--- src/hdl/multiplexed_display_crossfade_unit_assert.svh ---
// Assertion helpers shared by the display crossfade RTL.
`ifndef MULTIPLEXED_DISPLAY_CROSSFADE_UNIT_ASSERT_SVH
`define MULTIPLEXED_DISPLAY_CROSSFADE_UNIT_ASSERT_SVH

// Checked on every rising edge, masked while reset is asserted.
`define MDCF_ASSERT(lbl, clk, rst_n, prop, msg) \
    lbl: assert property (@(posedge clk) disable iff (!rst_n) prop) else $error(msg);

// Checked on every rising edge, reset included.
`define MDCF_ASSERT_ALWAYS(lbl, clk, prop, msg) \
    lbl: assert property (@(posedge clk) prop) else $error(msg);

`endif

--- src/hdl/mdcf_pkg.sv ---
`default_nettype none

package mdcf_pkg;

    localparam int DIGIT_COUNT = 4;
    localparam int LOAD_INPUTS = 4;
    localparam int LOAD_N      = (DIGIT_COUNT < LOAD_INPUTS) ? DIGIT_COUNT : LOAD_INPUTS;
    localparam int SLOT_W      = $clog2(DIGIT_COUNT);

    localparam int CMD_W     = 2;
    localparam int DIGIT_W   = 4;
    localparam int ANODE_W   = 3;
    localparam int TIME_W    = 16;
    localparam int CFG_IDX_W = 2;

    localparam logic [ANODE_W-1:0] BLANK_ANODE  = ANODE_W'(4);
    localparam logic [DIGIT_W-1:0] ALL_CATHODES = DIGIT_W'(10);

    localparam logic [TIME_W-1:0] FULL_DUTY_RST  = TIME_W'(20800);
    localparam logic [TIME_W-1:0] FADE_STEP_RST  = TIME_W'(800);
    localparam logic [TIME_W-1:0] FADE_FLOOR_RST = TIME_W'(1000);

    typedef enum logic [CMD_W-1:0] {
        CMD_SLOT   = 2'd0,
        CMD_SWITCH = 2'd1,
        CMD_BLANK  = 2'd2,
        CMD_LOAD   = 2'd3
    } t_cmd;

    typedef enum logic [CFG_IDX_W-1:0] {
        REG_FULL_DUTY  = 2'd0,
        REG_FADE_STEP  = 2'd1,
        REG_FADE_FLOOR = 2'd2
    } t_reg_idx;

    typedef struct packed {
        logic [TIME_W-1:0] full_duty;
        logic [TIME_W-1:0] fade_step;
        logic [TIME_W-1:0] fade_floor;
    } t_cfg;

    typedef struct packed {
        t_cmd                                  cmd;
        logic [LOAD_INPUTS-1:0][DIGIT_W-1:0]   new_digit;
    } t_item;

    typedef struct packed {
        logic [ANODE_W-1:0] anode;
        logic [DIGIT_W-1:0] numeral;
        logic [TIME_W-1:0]  switch_time;
        logic               fading;
    } t_result;

endpackage

`default_nettype wire

--- src/hdl/multiplexed_display_crossfade_unit.sv ---
// Multiplexed four-digit display driver with old/new numeral cross-fade.
//
// Input channel: i_in_valid / o_in_stall carry one event per beat (i_cmd plus
// the four new numerals, which only a load uses). Output channel:
// o_out_valid / i_out_stall carry anode, numeral, switch compare time and the
// fading flag. Slot start and blank always give a beat; switch point gives one
// only while fading on a changing digit; load gives none.
// Config: i_cfg_valid / o_cfg_ready write full_duty, fade_step or fade_floor
// by index; write only while no event is in flight.
// An accepted event is held in the input stage; its result is then registered
// in the output register and offered from then on. Throughput is one event per
// cycle unless the receiver stalls, set by the single input stage feeding one output register.
// Reset (synchronous, active low) empties both stages, clears slot, numerals
// and fade state, and loads the register reset values.
// When the receiver stalls with a result waiting, the input stage holds its
// event and o_in_stall rises once that stage is full.
`default_nettype none

`include "multiplexed_display_crossfade_unit_assert.svh"

module multiplexed_display_crossfade_unit
    import mdcf_pkg::*;
(
    input  wire logic                  i_clk,
    input  wire logic                  i_rst_n,
    input  wire logic                  i_in_valid,
    output logic                       o_in_stall,
    input  wire logic [CMD_W-1:0]      i_cmd,
    input  wire logic [DIGIT_W-1:0]    i_new_digit0,
    input  wire logic [DIGIT_W-1:0]    i_new_digit1,
    input  wire logic [DIGIT_W-1:0]    i_new_digit2,
    input  wire logic [DIGIT_W-1:0]    i_new_digit3,
    output logic                       o_out_valid,
    input  wire logic                  i_out_stall,
    output logic [ANODE_W-1:0]         o_anode,
    output logic [DIGIT_W-1:0]         o_numeral,
    output logic [TIME_W-1:0]          o_switch_time,
    output logic                       o_fading,
    input  wire logic                  i_cfg_valid,
    output logic                       o_cfg_ready,
    input  wire logic [CFG_IDX_W-1:0]  i_cfg_index,
    input  wire logic [TIME_W-1:0]     i_cfg_data
);

    t_cfg     r_cfg;
    logic     r_in_valid;
    t_item    r_in;
    logic     r_out_valid;
    t_result  r_out;

    logic     w_accept;
    logic     w_go;
    logic     w_res_valid;
    t_result  w_res;

    assign o_cfg_ready = 1'b1;

    assign w_go       = r_in_valid && !(r_out_valid && i_out_stall);
    assign o_in_stall = r_in_valid && r_out_valid && i_out_stall;
    assign w_accept   = i_in_valid && !o_in_stall;

    always_ff @(posedge i_clk) begin
        if (!i_rst_n) begin
            r_cfg.full_duty  <= FULL_DUTY_RST;
            r_cfg.fade_step  <= FADE_STEP_RST;
            r_cfg.fade_floor <= FADE_FLOOR_RST;
        end else if (i_cfg_valid && o_cfg_ready) begin
            case (t_reg_idx'(i_cfg_index))
                REG_FULL_DUTY:  r_cfg.full_duty  <= i_cfg_data;
                REG_FADE_STEP:  r_cfg.fade_step  <= i_cfg_data;
                REG_FADE_FLOOR: r_cfg.fade_floor <= i_cfg_data;
                default: ;
            endcase
        end
    end

    always_ff @(posedge i_clk) begin
        if (!i_rst_n) begin
            r_in_valid <= 1'b0;
        end else if (w_accept) begin
            r_in_valid <= 1'b1;
        end else if (w_go) begin
            r_in_valid <= 1'b0;
        end
    end

    always_ff @(posedge i_clk) begin
        if (w_accept) begin
            r_in.cmd          <= t_cmd'(i_cmd);
            r_in.new_digit[0] <= i_new_digit0;
            r_in.new_digit[1] <= i_new_digit1;
            r_in.new_digit[2] <= i_new_digit2;
            r_in.new_digit[3] <= i_new_digit3;
        end
    end

    mdcf_core u_core (
        .i_clk       (i_clk),
        .i_rst_n     (i_rst_n),
        .i_go        (w_go),
        .i_item      (r_in),
        .i_cfg       (r_cfg),
        .o_res_valid (w_res_valid),
        .o_res       (w_res)
    );

    always_ff @(posedge i_clk) begin
        if (!i_rst_n) begin
            r_out_valid <= 1'b0;
        end else if (w_go) begin
            r_out_valid <= w_res_valid;
        end else if (!i_out_stall) begin
            r_out_valid <= 1'b0;
        end
    end

    always_ff @(posedge i_clk) begin
        if (w_go && w_res_valid) begin
            r_out <= w_res;
        end
    end

    assign o_out_valid   = r_out_valid;
    assign o_anode       = r_out.anode;
    assign o_numeral     = r_out.numeral;
    assign o_switch_time = r_out.switch_time;
    assign o_fading      = r_out.fading;

    `MDCF_ASSERT(a_result_lands, i_clk, i_rst_n, (w_go && w_res_valid) |=> r_out_valid, "result beat lost")
    `MDCF_ASSERT(a_held_while_blocked, i_clk, i_rst_n, (r_in_valid && !w_go) |=> r_in_valid, "blocked event dropped")
    `MDCF_ASSERT(a_out_held, i_clk, i_rst_n, (r_out_valid && i_out_stall) |=> (r_out_valid && $stable(r_out)), "stalled beat changed")

endmodule

`default_nettype wire

--- src/hdl/mdcf_core.sv ---
`default_nettype none

`include "multiplexed_display_crossfade_unit_assert.svh"

module mdcf_core
    import mdcf_pkg::*;
(
    input  wire logic    i_clk,
    input  wire logic    i_rst_n,
    input  wire logic    i_go,
    input  wire t_item   i_item,
    input  wire t_cfg    i_cfg,
    output logic         o_res_valid,
    output t_result      o_res
);

    logic [SLOT_W-1:0]                     r_slot, n_slot;
    logic [DIGIT_COUNT-1:0][DIGIT_W-1:0]   r_shown, n_shown;
    logic [DIGIT_COUNT-1:0][DIGIT_W-1:0]   r_pending, n_pending;
    logic [TIME_W-1:0]                     r_fade_time, n_fade_time;
    logic                                  r_fade_active, n_fade_active;

    logic               w_wrap;
    logic [SLOT_W-1:0]  w_next_slot;
    logic [TIME_W-1:0]  w_sub;
    logic               w_done;

    assign w_wrap      = (r_slot == SLOT_W'(DIGIT_COUNT - 1));
    assign w_next_slot = w_wrap ? '0 : r_slot + 1'b1;
    assign w_sub       = r_fade_time - i_cfg.fade_step;
    // underflow ends the fade just like dropping below the floor
    assign w_done      = (r_fade_time < i_cfg.fade_step) || (w_sub < i_cfg.fade_floor);

    always_comb begin
        n_slot        = r_slot;
        n_shown       = r_shown;
        n_pending     = r_pending;
        n_fade_time   = r_fade_time;
        n_fade_active = r_fade_active;
        o_res_valid   = 1'b0;
        o_res         = '0;
        unique case (i_item.cmd)
            CMD_SLOT: begin
                n_slot = w_next_slot;
                if (w_wrap && r_fade_active) begin
                    if (w_done) begin
                        n_fade_time   = i_cfg.full_duty;
                        n_fade_active = 1'b0;
                        n_shown       = r_pending;
                    end else begin
                        n_fade_time = w_sub;
                    end
                end
                o_res_valid   = 1'b1;
                o_res.anode   = ANODE_W'(n_slot);
                o_res.numeral = n_shown[n_slot];
                o_res.switch_time = (n_fade_active && (n_pending[n_slot] != n_shown[n_slot]))
                                    ? n_fade_time : i_cfg.full_duty;
                o_res.fading  = n_fade_active;
            end
            CMD_SWITCH: begin
                if (r_fade_active && (r_pending[r_slot] != r_shown[r_slot])) begin
                    o_res_valid   = 1'b1;
                    o_res.anode   = ANODE_W'(r_slot);
                    o_res.numeral = r_pending[r_slot];
                    o_res.fading  = r_fade_active;
                end
            end
            CMD_BLANK: begin
                o_res_valid   = 1'b1;
                o_res.anode   = BLANK_ANODE;
                o_res.numeral = ALL_CATHODES;
                o_res.fading  = r_fade_active;
            end
            CMD_LOAD: begin
                n_pending = '0;
                for (int i = 0; i < LOAD_N; i++) begin
                    n_pending[i] = i_item.new_digit[i];
                end
                n_fade_time   = i_cfg.full_duty;
                n_fade_active = 1'b1;
            end
            default: ;
        endcase
    end

    always_ff @(posedge i_clk) begin
        if (!i_rst_n) begin
            r_slot        <= '0;
            r_shown       <= '0;
            r_pending     <= '0;
            r_fade_time   <= FULL_DUTY_RST;
            r_fade_active <= 1'b0;
        end else if (i_go) begin
            r_slot        <= n_slot;
            r_shown       <= n_shown;
            r_pending     <= n_pending;
            r_fade_time   <= n_fade_time;
            r_fade_active <= n_fade_active;
        end
    end

    `MDCF_ASSERT(a_slot_range, i_clk, i_rst_n, r_slot <= SLOT_W'(DIGIT_COUNT - 1), "slot index past last digit")
    `MDCF_ASSERT(a_load_starts_fade, i_clk, i_rst_n, (i_go && (i_item.cmd == CMD_LOAD)) |=> r_fade_active, "load did not start a fade")
    `MDCF_ASSERT_ALWAYS(a_fade_end_commits, i_clk, $fell(r_fade_active) |-> (r_shown == r_pending), "fade ended without committing numerals")

endmodule

`default_nettype wire

--- config.mk ---
export PLATFORM = sky130hd
export DESIGN_NAME = multiplexed_display_crossfade_unit
export DESIGN_NICKNAME = d
export VERILOG_FILES = /design/src/hdl/mdcf_pkg.sv /design/src/hdl/multiplexed_display_crossfade_unit.sv /design/src/hdl/mdcf_core.sv
export VERILOG_INCLUDE_DIRS = /design/src /design/src/hdl
export SDC_FILE = /design/constraint.sdc
export NUM_CORES = 1
export LEC_CHECK = 0
export BUFFER_PORTS_ARGS = -buffer_cell sky130_fd_sc_hd__buf_4
export CORE_ASPECT_RATIO = 1.75
export CORE_MARGIN = 2
export CORE_UTILIZATION = 45
export DETAILED_ROUTE_END_ITERATION = 10
export PLACE_DENSITY_LB_ADDON = 0.3
export SYNTH_ARGS = -nofsm -noshare
export SYNTH_HDL_FRONTEND = slang
export SYNTH_SLANG_ARGS = --single-unit
--- constraint.sdc ---
create_clock -name i_clk -period 5.7 [get_ports i_clk]
set_input_delay 0.285 -clock i_clk [delete_from_list [all_inputs] [get_ports i_clk]]
set_output_delay 0.285 -clock i_clk [all_outputs]
set_load 0.01 [all_outputs]
==> flow_summary_export.csv, run 1 <==
group,metric,value,unit
status,outcome,"complete, no violations",
clock_network,cts_tree,"yes",
setup_path,crit_family,"compound AO/OA/AOI/OAI gates",
setup_path,critPathMaxStageDelay,0.43,ns
synth,ys_types,67,
global_route,grt_usage,0.242,
cells_and_area,layout-drive-gt1-share,0.149,
die,die_w,104,µm
clock_network,clock_latency,0.44,ns
global_route,grt_pass1_vias,6619,
global_route,grt_max_degree,98,
power_and_ir_drop,seqPwrFrac,0.401,
synth,ys.warnings.count,0,
die,ios,68,
routing,remaining_drc_errors,0,
global_route,grt_first_pass_wirelength,33.9,mm
synth,synth_seq_cells,143,
setup_path,rr_endpoint,"o_switch_time[5]",
timing,timing.clock.skew,0.00869,ns
placement,dp_hpwl,16.0,mm
power_and_ir_drop,p_int,2050,µW
job,maxCapViolations,0,
synth,async_flop_share,0,
timing,fmax,0.191,GHz
placement,place_inst,1154,
synth,syn_avg_cell_area,8.74,µm²
clock_network,numCtsBuffers,17,
cells_and_area,n_antenna_cell,0,
clock_network,clock_sinks,143,
clock_network,cts_setup_buffers,0,
clock_network,clk_pin_slew,0.06,ns
timing,fin_crit,5.23,ns
timing,slew_headroom,0.215,
setup_path,start_kind,"register",
routing,ant_nets,0,
setup_path,r2r_cells,22,
setup_path,endpoint_kind,"register",
setup_path,crit_slowest_cell,"fa_1",
timing,finalSetupTns,0,ns
placement,gp_congestion,0.971,
global_route,grt_overflow_total,0,
setup_path,path_class,"reg2reg",
synth,yosysSeqAreaShare,0.419,
die,coreArea,0.0170,mm²
cells_and_area,finish.utilization,0.540,
setup_path,critPathBufInv,3,
hold_path,min_from,"i_new_digit0[0]",
setup_path,critPathArrivalTime,5.41,ns
die,initial_core_util,0.460,
routing,via_per_inst,5.58,
power_and_ir_drop,ir_drop,0.314,mV
timing,setup-violations-final,0,
power_and_ir_drop,powerDensity,301,mW/mm²
setup_path,crit_required,5.88,ns
global_route,antenna_found_initial,0,
setup_path,worstSetupStartpoint,"u_core.r_fade_time[0]",
synth,ys.flop_type,"dfxtp_1",
die,fp.dieH,179,µm
cells_and_area,final_cell_count_no_fill,1186,
die,die_area,0.0185,mm²
hold_path,min_to,"r_in[0]",
synth,syn_area,0.00783,mm²
setup_path,worstPathCellList,"inv_1 > ha_1 > fa_1 > nand2b_1 > a21oi_2 > o211ai_1 > a21oi_1 > nor2b_1 > a311oi_1 > inv_1 > ha_1 > nand2_1 > o21ai_0 > a211oi_1 > o21a_1 > o21ai_1 > a311oi_1 > or3_1 > a222oi_1 > buf_4 > nor2_4 > mux2_1",
routing,firstDrtPassIters,5,
timing,rsz0062_at_grt,"false",
timing,fin_crit_sh,0.917,
clock_network,clock_path_buffers,2,
power_and_ir_drop,clockPowerShare,0.452,
hold_path,min_path_type,"in2reg",
placement,port_buffers,66,
die,num_rows,63,
routing,drt-total-wl,21.4,mm
setup_path,r2r_start,"u_core.r_fade_time[0]",
routing,drt_iter0_drc,289,
power_and_ir_drop,p_sw,717,µW
power_and_ir_drop,p_leak,0.00348,µW
synth,synth_edf_count,42,
hold_path,holdPathStages,1,
setup_path,reg2reg_slack,0.47,ns
timing,tightest_slew,1.17,ns
clock_network,clock-root-buffer,"clkbuf_16",
cells_and_area,syn_to_final_growth,17.4,%
clock_network,htreeDepth,4,
power_and_ir_drop,swShare,0.259,
synth,synth_nets,975,
routing,vias,6615,
routing,wl_per_cell,18.1,µm
synth,postSynthCellCount,896,
setup_path,cp_max_fo,13,
cells_and_area,layout.nets,1025,
timing,timing_hold_violations_final,0,
power_and_ir_drop,pwr-share-comb,0.146,
timing,drv_slew,0,
==> cell usage in the layout (no fill, tap or decap), types with 5 or more instances in the layout <==
cell type / netlist / routed
dfxtp_1: 101 / 101
inv_1: 45 / 45
a21oi_1: 46 / 46
mux2i_1: 16 / 16
a211oi_1: 12 / 12
edfxtp_1: 42 / 42
nand3_1: 13 / 13
o21ai_0: 31 / 31
buf_4: 1 / 77
o211ai_1: 20 / 20
xnor2_1: 13 / 13
a31oi_1: 7 / 7
mux4_2: 12 / 12
nand2b_1: 5 / 5
or3_1: 9 / 9
bufinv_16: 0 / 5
a21boi_0: 70 / 70
o211a_1: 5 / 5
a311oi_1: 6 / 6
and2_1: 7 / 7
clkbuf_16: 0 / 18
ha_1: 37 / 37
nor2_1: 44 / 44
nor2b_1: 6 / 6
xor2_1: 6 / 6
nand2_1: 226 / 226
==> timing repair <==
action | 4_1_cts | 5_1_grt
endpoints found under the setup margin | 0 | 6
hold buffers | 0 | 0
gates resized for setup | 0 | 1
==> cells by family after synthesis <==
kind of cell,synth area share
AO/OA/AOI/OAI,0.211
XOR/XNOR,0.0212
adder cells (fa/ha/maj),0.0617
buffers and inverters,0.0457
flip-flops,0.419
multiplexers,0.0607
other,0.000479
AND/OR/NAND/NOR,0.180
==> registers in the layout, indices dropped and copies added (netlist names) <==
| name | count |
|---|---|
| u_core.r_fade_time | 16 |
| u_core.r_pending | 16 |
| o_out_valid | 1 |
| o_anode | 3 |
| u_core.r_shown | 16 |
| o_fading | 1 |
| u_core.r_fade_active | 1 |
| r_in_valid | 1 |
| o_numeral | 4 |
| r_in | 18 |
| o_switch_time | 16 |
| u_core.r_slot | 2 |
| r_cfg | 48 |
==> metrics by stage <==
| stage | hold WS, ns | setup slack, ns | area [µm²] | power [µW] |
|---|---|---|---|---|
| floorplan | 0.384 | 0.791 | 7830 | 1390 |
| global placement | 0.454 | 0.424 | 8520 | 1530 |
| detailed placement | 0.459 | 0.326 | 8520 | 1530 |
| CTS | 0.00673 | 0.284 | 9190 | 2780 |
| global route | 0.00501 | 0.0844 | 9200 | 2880 |
| finish | 0.0211 | 0.475 | 9200 | 2770 |
==> power groups by stage <==
stage / logic (µW) / registers [µW] / clock network, µW
finish: 405 / 1110 / 1250
global route: 449 / 1110 / 1310
CTS: 403 / 1110 / 1270
detailed placement: 401 / 1130 / 0
global placement: 396 / 1130 / 0
floorplan: 270 / 1120 / 0
==> final cells by class <==
cell class / instances / area (µm²)
Timing Repair Buffer: 77 / 578
Clock buffer: 19 / 464
Tap cell: 227 / 284
Multi-Input combinational cell: 661 / 4210
Clock inverter: 13 / 206
Sequential cell: 143 / 3280
Inverter: 46 / 173
Fill cell: 1630 / 7830
==> cells in the mapped netlist (6+ instances only) <==
cell type	n	share of area
clkbuf_1	39	0.019
edfxtp_1	42	0.16
and2_1	7	0.0056
a311oi_1	6	0.0067
ha_1	37	0.059
o21ai_0	31	0.020
mux4_2	12	0.034
a21boi_0	70	0.067
nand3_1	13	0.0083
nor2b_1	6	0.0048
nand2_1	226	0.11
mux2i_1	16	0.020
a211oi_1	12	0.012
a21oi_1	46	0.029
xnor2_1	13	0.015
dfxtp_1	101	0.26
xor2_1	6	0.0067
a31oi_1	7	0.0056
o211ai_1	20	0.019
or3_1	9	0.0072
inv_1	45	0.022
nor2_1	44	0.021
==> worst max path at each step <==
| stage | end | slack [ns] | cells after the start |
|---|---|---|---|
| after CTS | o_switch_time[5] | 0.28 | 22 |
| after floorplan | o_switch_time[1] | 0.79 | 22 |
| after detailed placement | o_switch_time[5] | 0.33 | 22 |
| after global placement | o_switch_time[5] | 0.42 | 22 |
| final | o_switch_time[5] | 0.47 | 22 |
| after global routing | o_switch_time[7] | 0.08 | 22 |
==> layer usage <==
layer  part of all wire  vias up  track usage
li1                   -     3241            -
met1               0.33     3052        0.220
met2               0.54      223        0.454
met3              0.039       99       0.0490
met4              0.096        0        0.212
met5                  0        -            0
No activity file was read; power rests on OpenSTA's default activity.
==> run 2, diff against run 1 <==
--- a/config.mk
+++ b/config.mk
@@ -9,7 +9,7 @@
 export BUFFER_PORTS_ARGS = -buffer_cell sky130_fd_sc_hd__buf_4
 export CORE_ASPECT_RATIO = 1.75
 export CORE_MARGIN = 2
-export CORE_UTILIZATION = 45
+export CORE_UTILIZATION = 23
 export DETAILED_ROUTE_END_ITERATION = 10
 export PLACE_DENSITY_LB_ADDON = 0.3
 export SYNTH_ARGS = -nofsm -noshare
==> run 2 against run 1 <==
  * First-iteration DRC count rose by 24%
  * Via count shrank 1.2%
  * Hold slack better by 0.0052 ns
  * Total power fell by 3.6%
==> flow_summary_export.csv, run 2 (synthesized netlist as in run 1, its figures left out) <==
group,metric,value,unit
status,outcome,"complete, no violations",
setup_path,r2r_start,"u_core.r_fade_time[0]",
clock_network,clock_latency,0.45,ns
cells_and_area,layout-drive-gt1-share,0.152,
placement,place_inst,1385,
routing,remaining_drc_errors,0,
routing,wl_per_cell,17.6,µm
die,coreArea,0.0336,mm²
die,initial_core_util,0.233,
die,num_rows,89,
setup_path,worstPathCellList,"inv_1 > ha_1 > fa_1 > nand2b_1 > a21oi_2 > o211ai_1 > a21oi_1 > nor2b_1 > a311oi_1 > inv_1 > ha_1 > nand2_1 > o21ai_0 > a211oi_1 > o21a_1 > o21ai_1 > a311oi_1 > or3_1 > a222oi_1 > buf_4 > nor2_4 > mux2i_1",
global_route,antenna_found_initial,0,
timing,fin_crit_sh,0.923,
setup_path,r2r_cells,22,
global_route,grt_pass1_vias,6538,
power_and_ir_drop,p_leak,0.00350,µW
die,die_w,144,µm
routing,firstDrtPassIters,4,
timing,tightest_slew,0.960,ns
setup_path,endpoint,"o_switch_time[2]",
timing,finalSetupTns,0,ns
timing,whs,0.0263,ns
job,maxCapViolations,0,
setup_path,crit_slowest_cell,"mux2i_1",
clock_network,clock-root-buffer,"clkbuf_16",
cells_and_area,final_cell_count_no_fill,1429,
cells_and_area,final_cell_mix,"nand2_1 (226), dfxtp_1 (101), buf_4 (81)",
setup_path,critPathMaxStageDelay,0.44,ns
setup_path,crit_required,5.91,ns
clock_network,clock_path_buffers,2,
clock_network,clock_sinks,143,
hold_path,min_path_type,"in2reg",
routing,drt-total-wl,25.2,mm
hold_path,holdPathStages,1,
power_and_ir_drop,ir_drop,0.207,mV
routing,ant_nets,0,
timing,rsz0062_at_grt,"false",
clock_network,htreeDepth,4,
timing,fmax,0.190,GHz
die,ios,68,
setup_path,endpoint_kind,"register",
cells_and_area,syn_to_final_growth,21.8,%
timing,fin_crit,5.26,ns
cells_and_area,layout.nets,1040,
placement,gp_congestion,0.901,
global_route,grt_usage,0.146,
cells_and_area,n_antenna_cell,0,
timing,slew_headroom,0.357,
die,fp.dieH,248,µm
setup_path,start_kind,"register",
setup_path,critPathArrivalTime,5.47,ns
global_route,grt_max_degree,69,
placement,port_buffers,66,
timing,drv_slew,0,
routing,via_per_inst,4.57,
power_and_ir_drop,powerDensity,280,mW/mm²
die,die_area,0.0356,mm²
timing,timing.clock.skew,0.0159,ns
routing,drt_iter0_drc,357,
setup_path,reg2reg_slack,0.44,ns
setup_path,rr_endpoint,"o_switch_time[2]",
cells_and_area,reg.largest.list,"r_cfg x48, r_in x18",
global_route,grt_overflow_total,0,
placement,dp_hpwl,19.2,mm
routing,vias,6537,
cells_and_area,largest_register_ffs,48,
cells_and_area,max_flop_register,"r_cfg",
clock_network,clk_pin_slew,0.06,ns
hold_path,min_from,"i_new_digit1[3]",
clock_network,numCtsBuffers,17,
clock_network,cts_tree,"yes",
timing,setup-violations-final,0,
setup_path,path_class,"reg2reg",
setup_path,cp_max_fo,13,
cells_and_area,layout_commonest_cell,"nand2_1",
setup_path,worstSetupStartpoint,"u_core.r_fade_time[0]",
global_route,grt_first_pass_wirelength,37.9,mm
timing,timing_hold_violations_final,0,
run 2: layout make-up:
cell class              instances  area, µm²
fillers                      3661      24100
multi-input cells             661       4220
flip-flops and latches        143       3280
repair buffers                 92        718
well taps                     455        569
clock buffers                  20        447
inverters                      46        173
clock inverters                12        134
run 2: per-layer routing:
layer | global-route usage | vias to the layer above | routed length (µm)
li1 | - | 3265 | -
met1 | 0.127 | 3073 | 8280
met2 | 0.285 | 128 | 14300
met3 | 0.0229 | 71 | 569
met4 | 0.120 | 0 | 2100
met5 | 0 | - | 0
run 2: power by group:
group / switching [µW] / leakage, µW / internal [µW] / total (µW)
Sequential: 31.6 / 0.00121 / 1080 / 1110
Combinational: 267 / 0.00201 / 166 / 433
Clock: 464 / 0.000286 / 659 / 1120
run 2: timing repair:
item,4_1_cts,5_1_grt
endpoints found under the setup margin,0,7
setup buffers,0,1
hold buffers,11,0
gates resized for setup,0,1
endpoints found under the hold margin,11,0
run 2: how the worst min path moves through the flow:
stage | slack (ns) | to
floorplan | 0.38 | r_in[0]
global placement | 0.45 | r_cfg[30]
detailed placement | 0.46 | r_cfg[10]
CTS | 0.0006 | r_in[7]
global route | 0.01 | r_in[7]
finish | 0.03 | r_in[7]
run 2: critical path: cells and delay by family, from the launching register on:
| kind | cells | cell delay (ns) |
|---|---|---|
| AOI/OAI and AO/OA | 10 | 2.12 |
| adders and majority gates | 3 | 0.90 |
| buffers and inverters | 3 | 0.29 |
| DFF | 1 | 0.35 |
| muxes | 1 | 0.44 |
| and+or+nand+nor | 5 | 0.92 |
run 2: through the flow:
stage	util	power (µW)	setup WS [ns]	cell area [µm²]
2_1_floorplan	-	1390	0.791	7830
3_3_place_gp	0.263	1560	0.407	8840
3_5_place_dp	0.263	1560	0.303	8840
4_1_cts	0.283	2700	0.286	9530
5_1_grt	0.284	2790	0.0173	9540
6_report	0.284	2670	0.439	9540
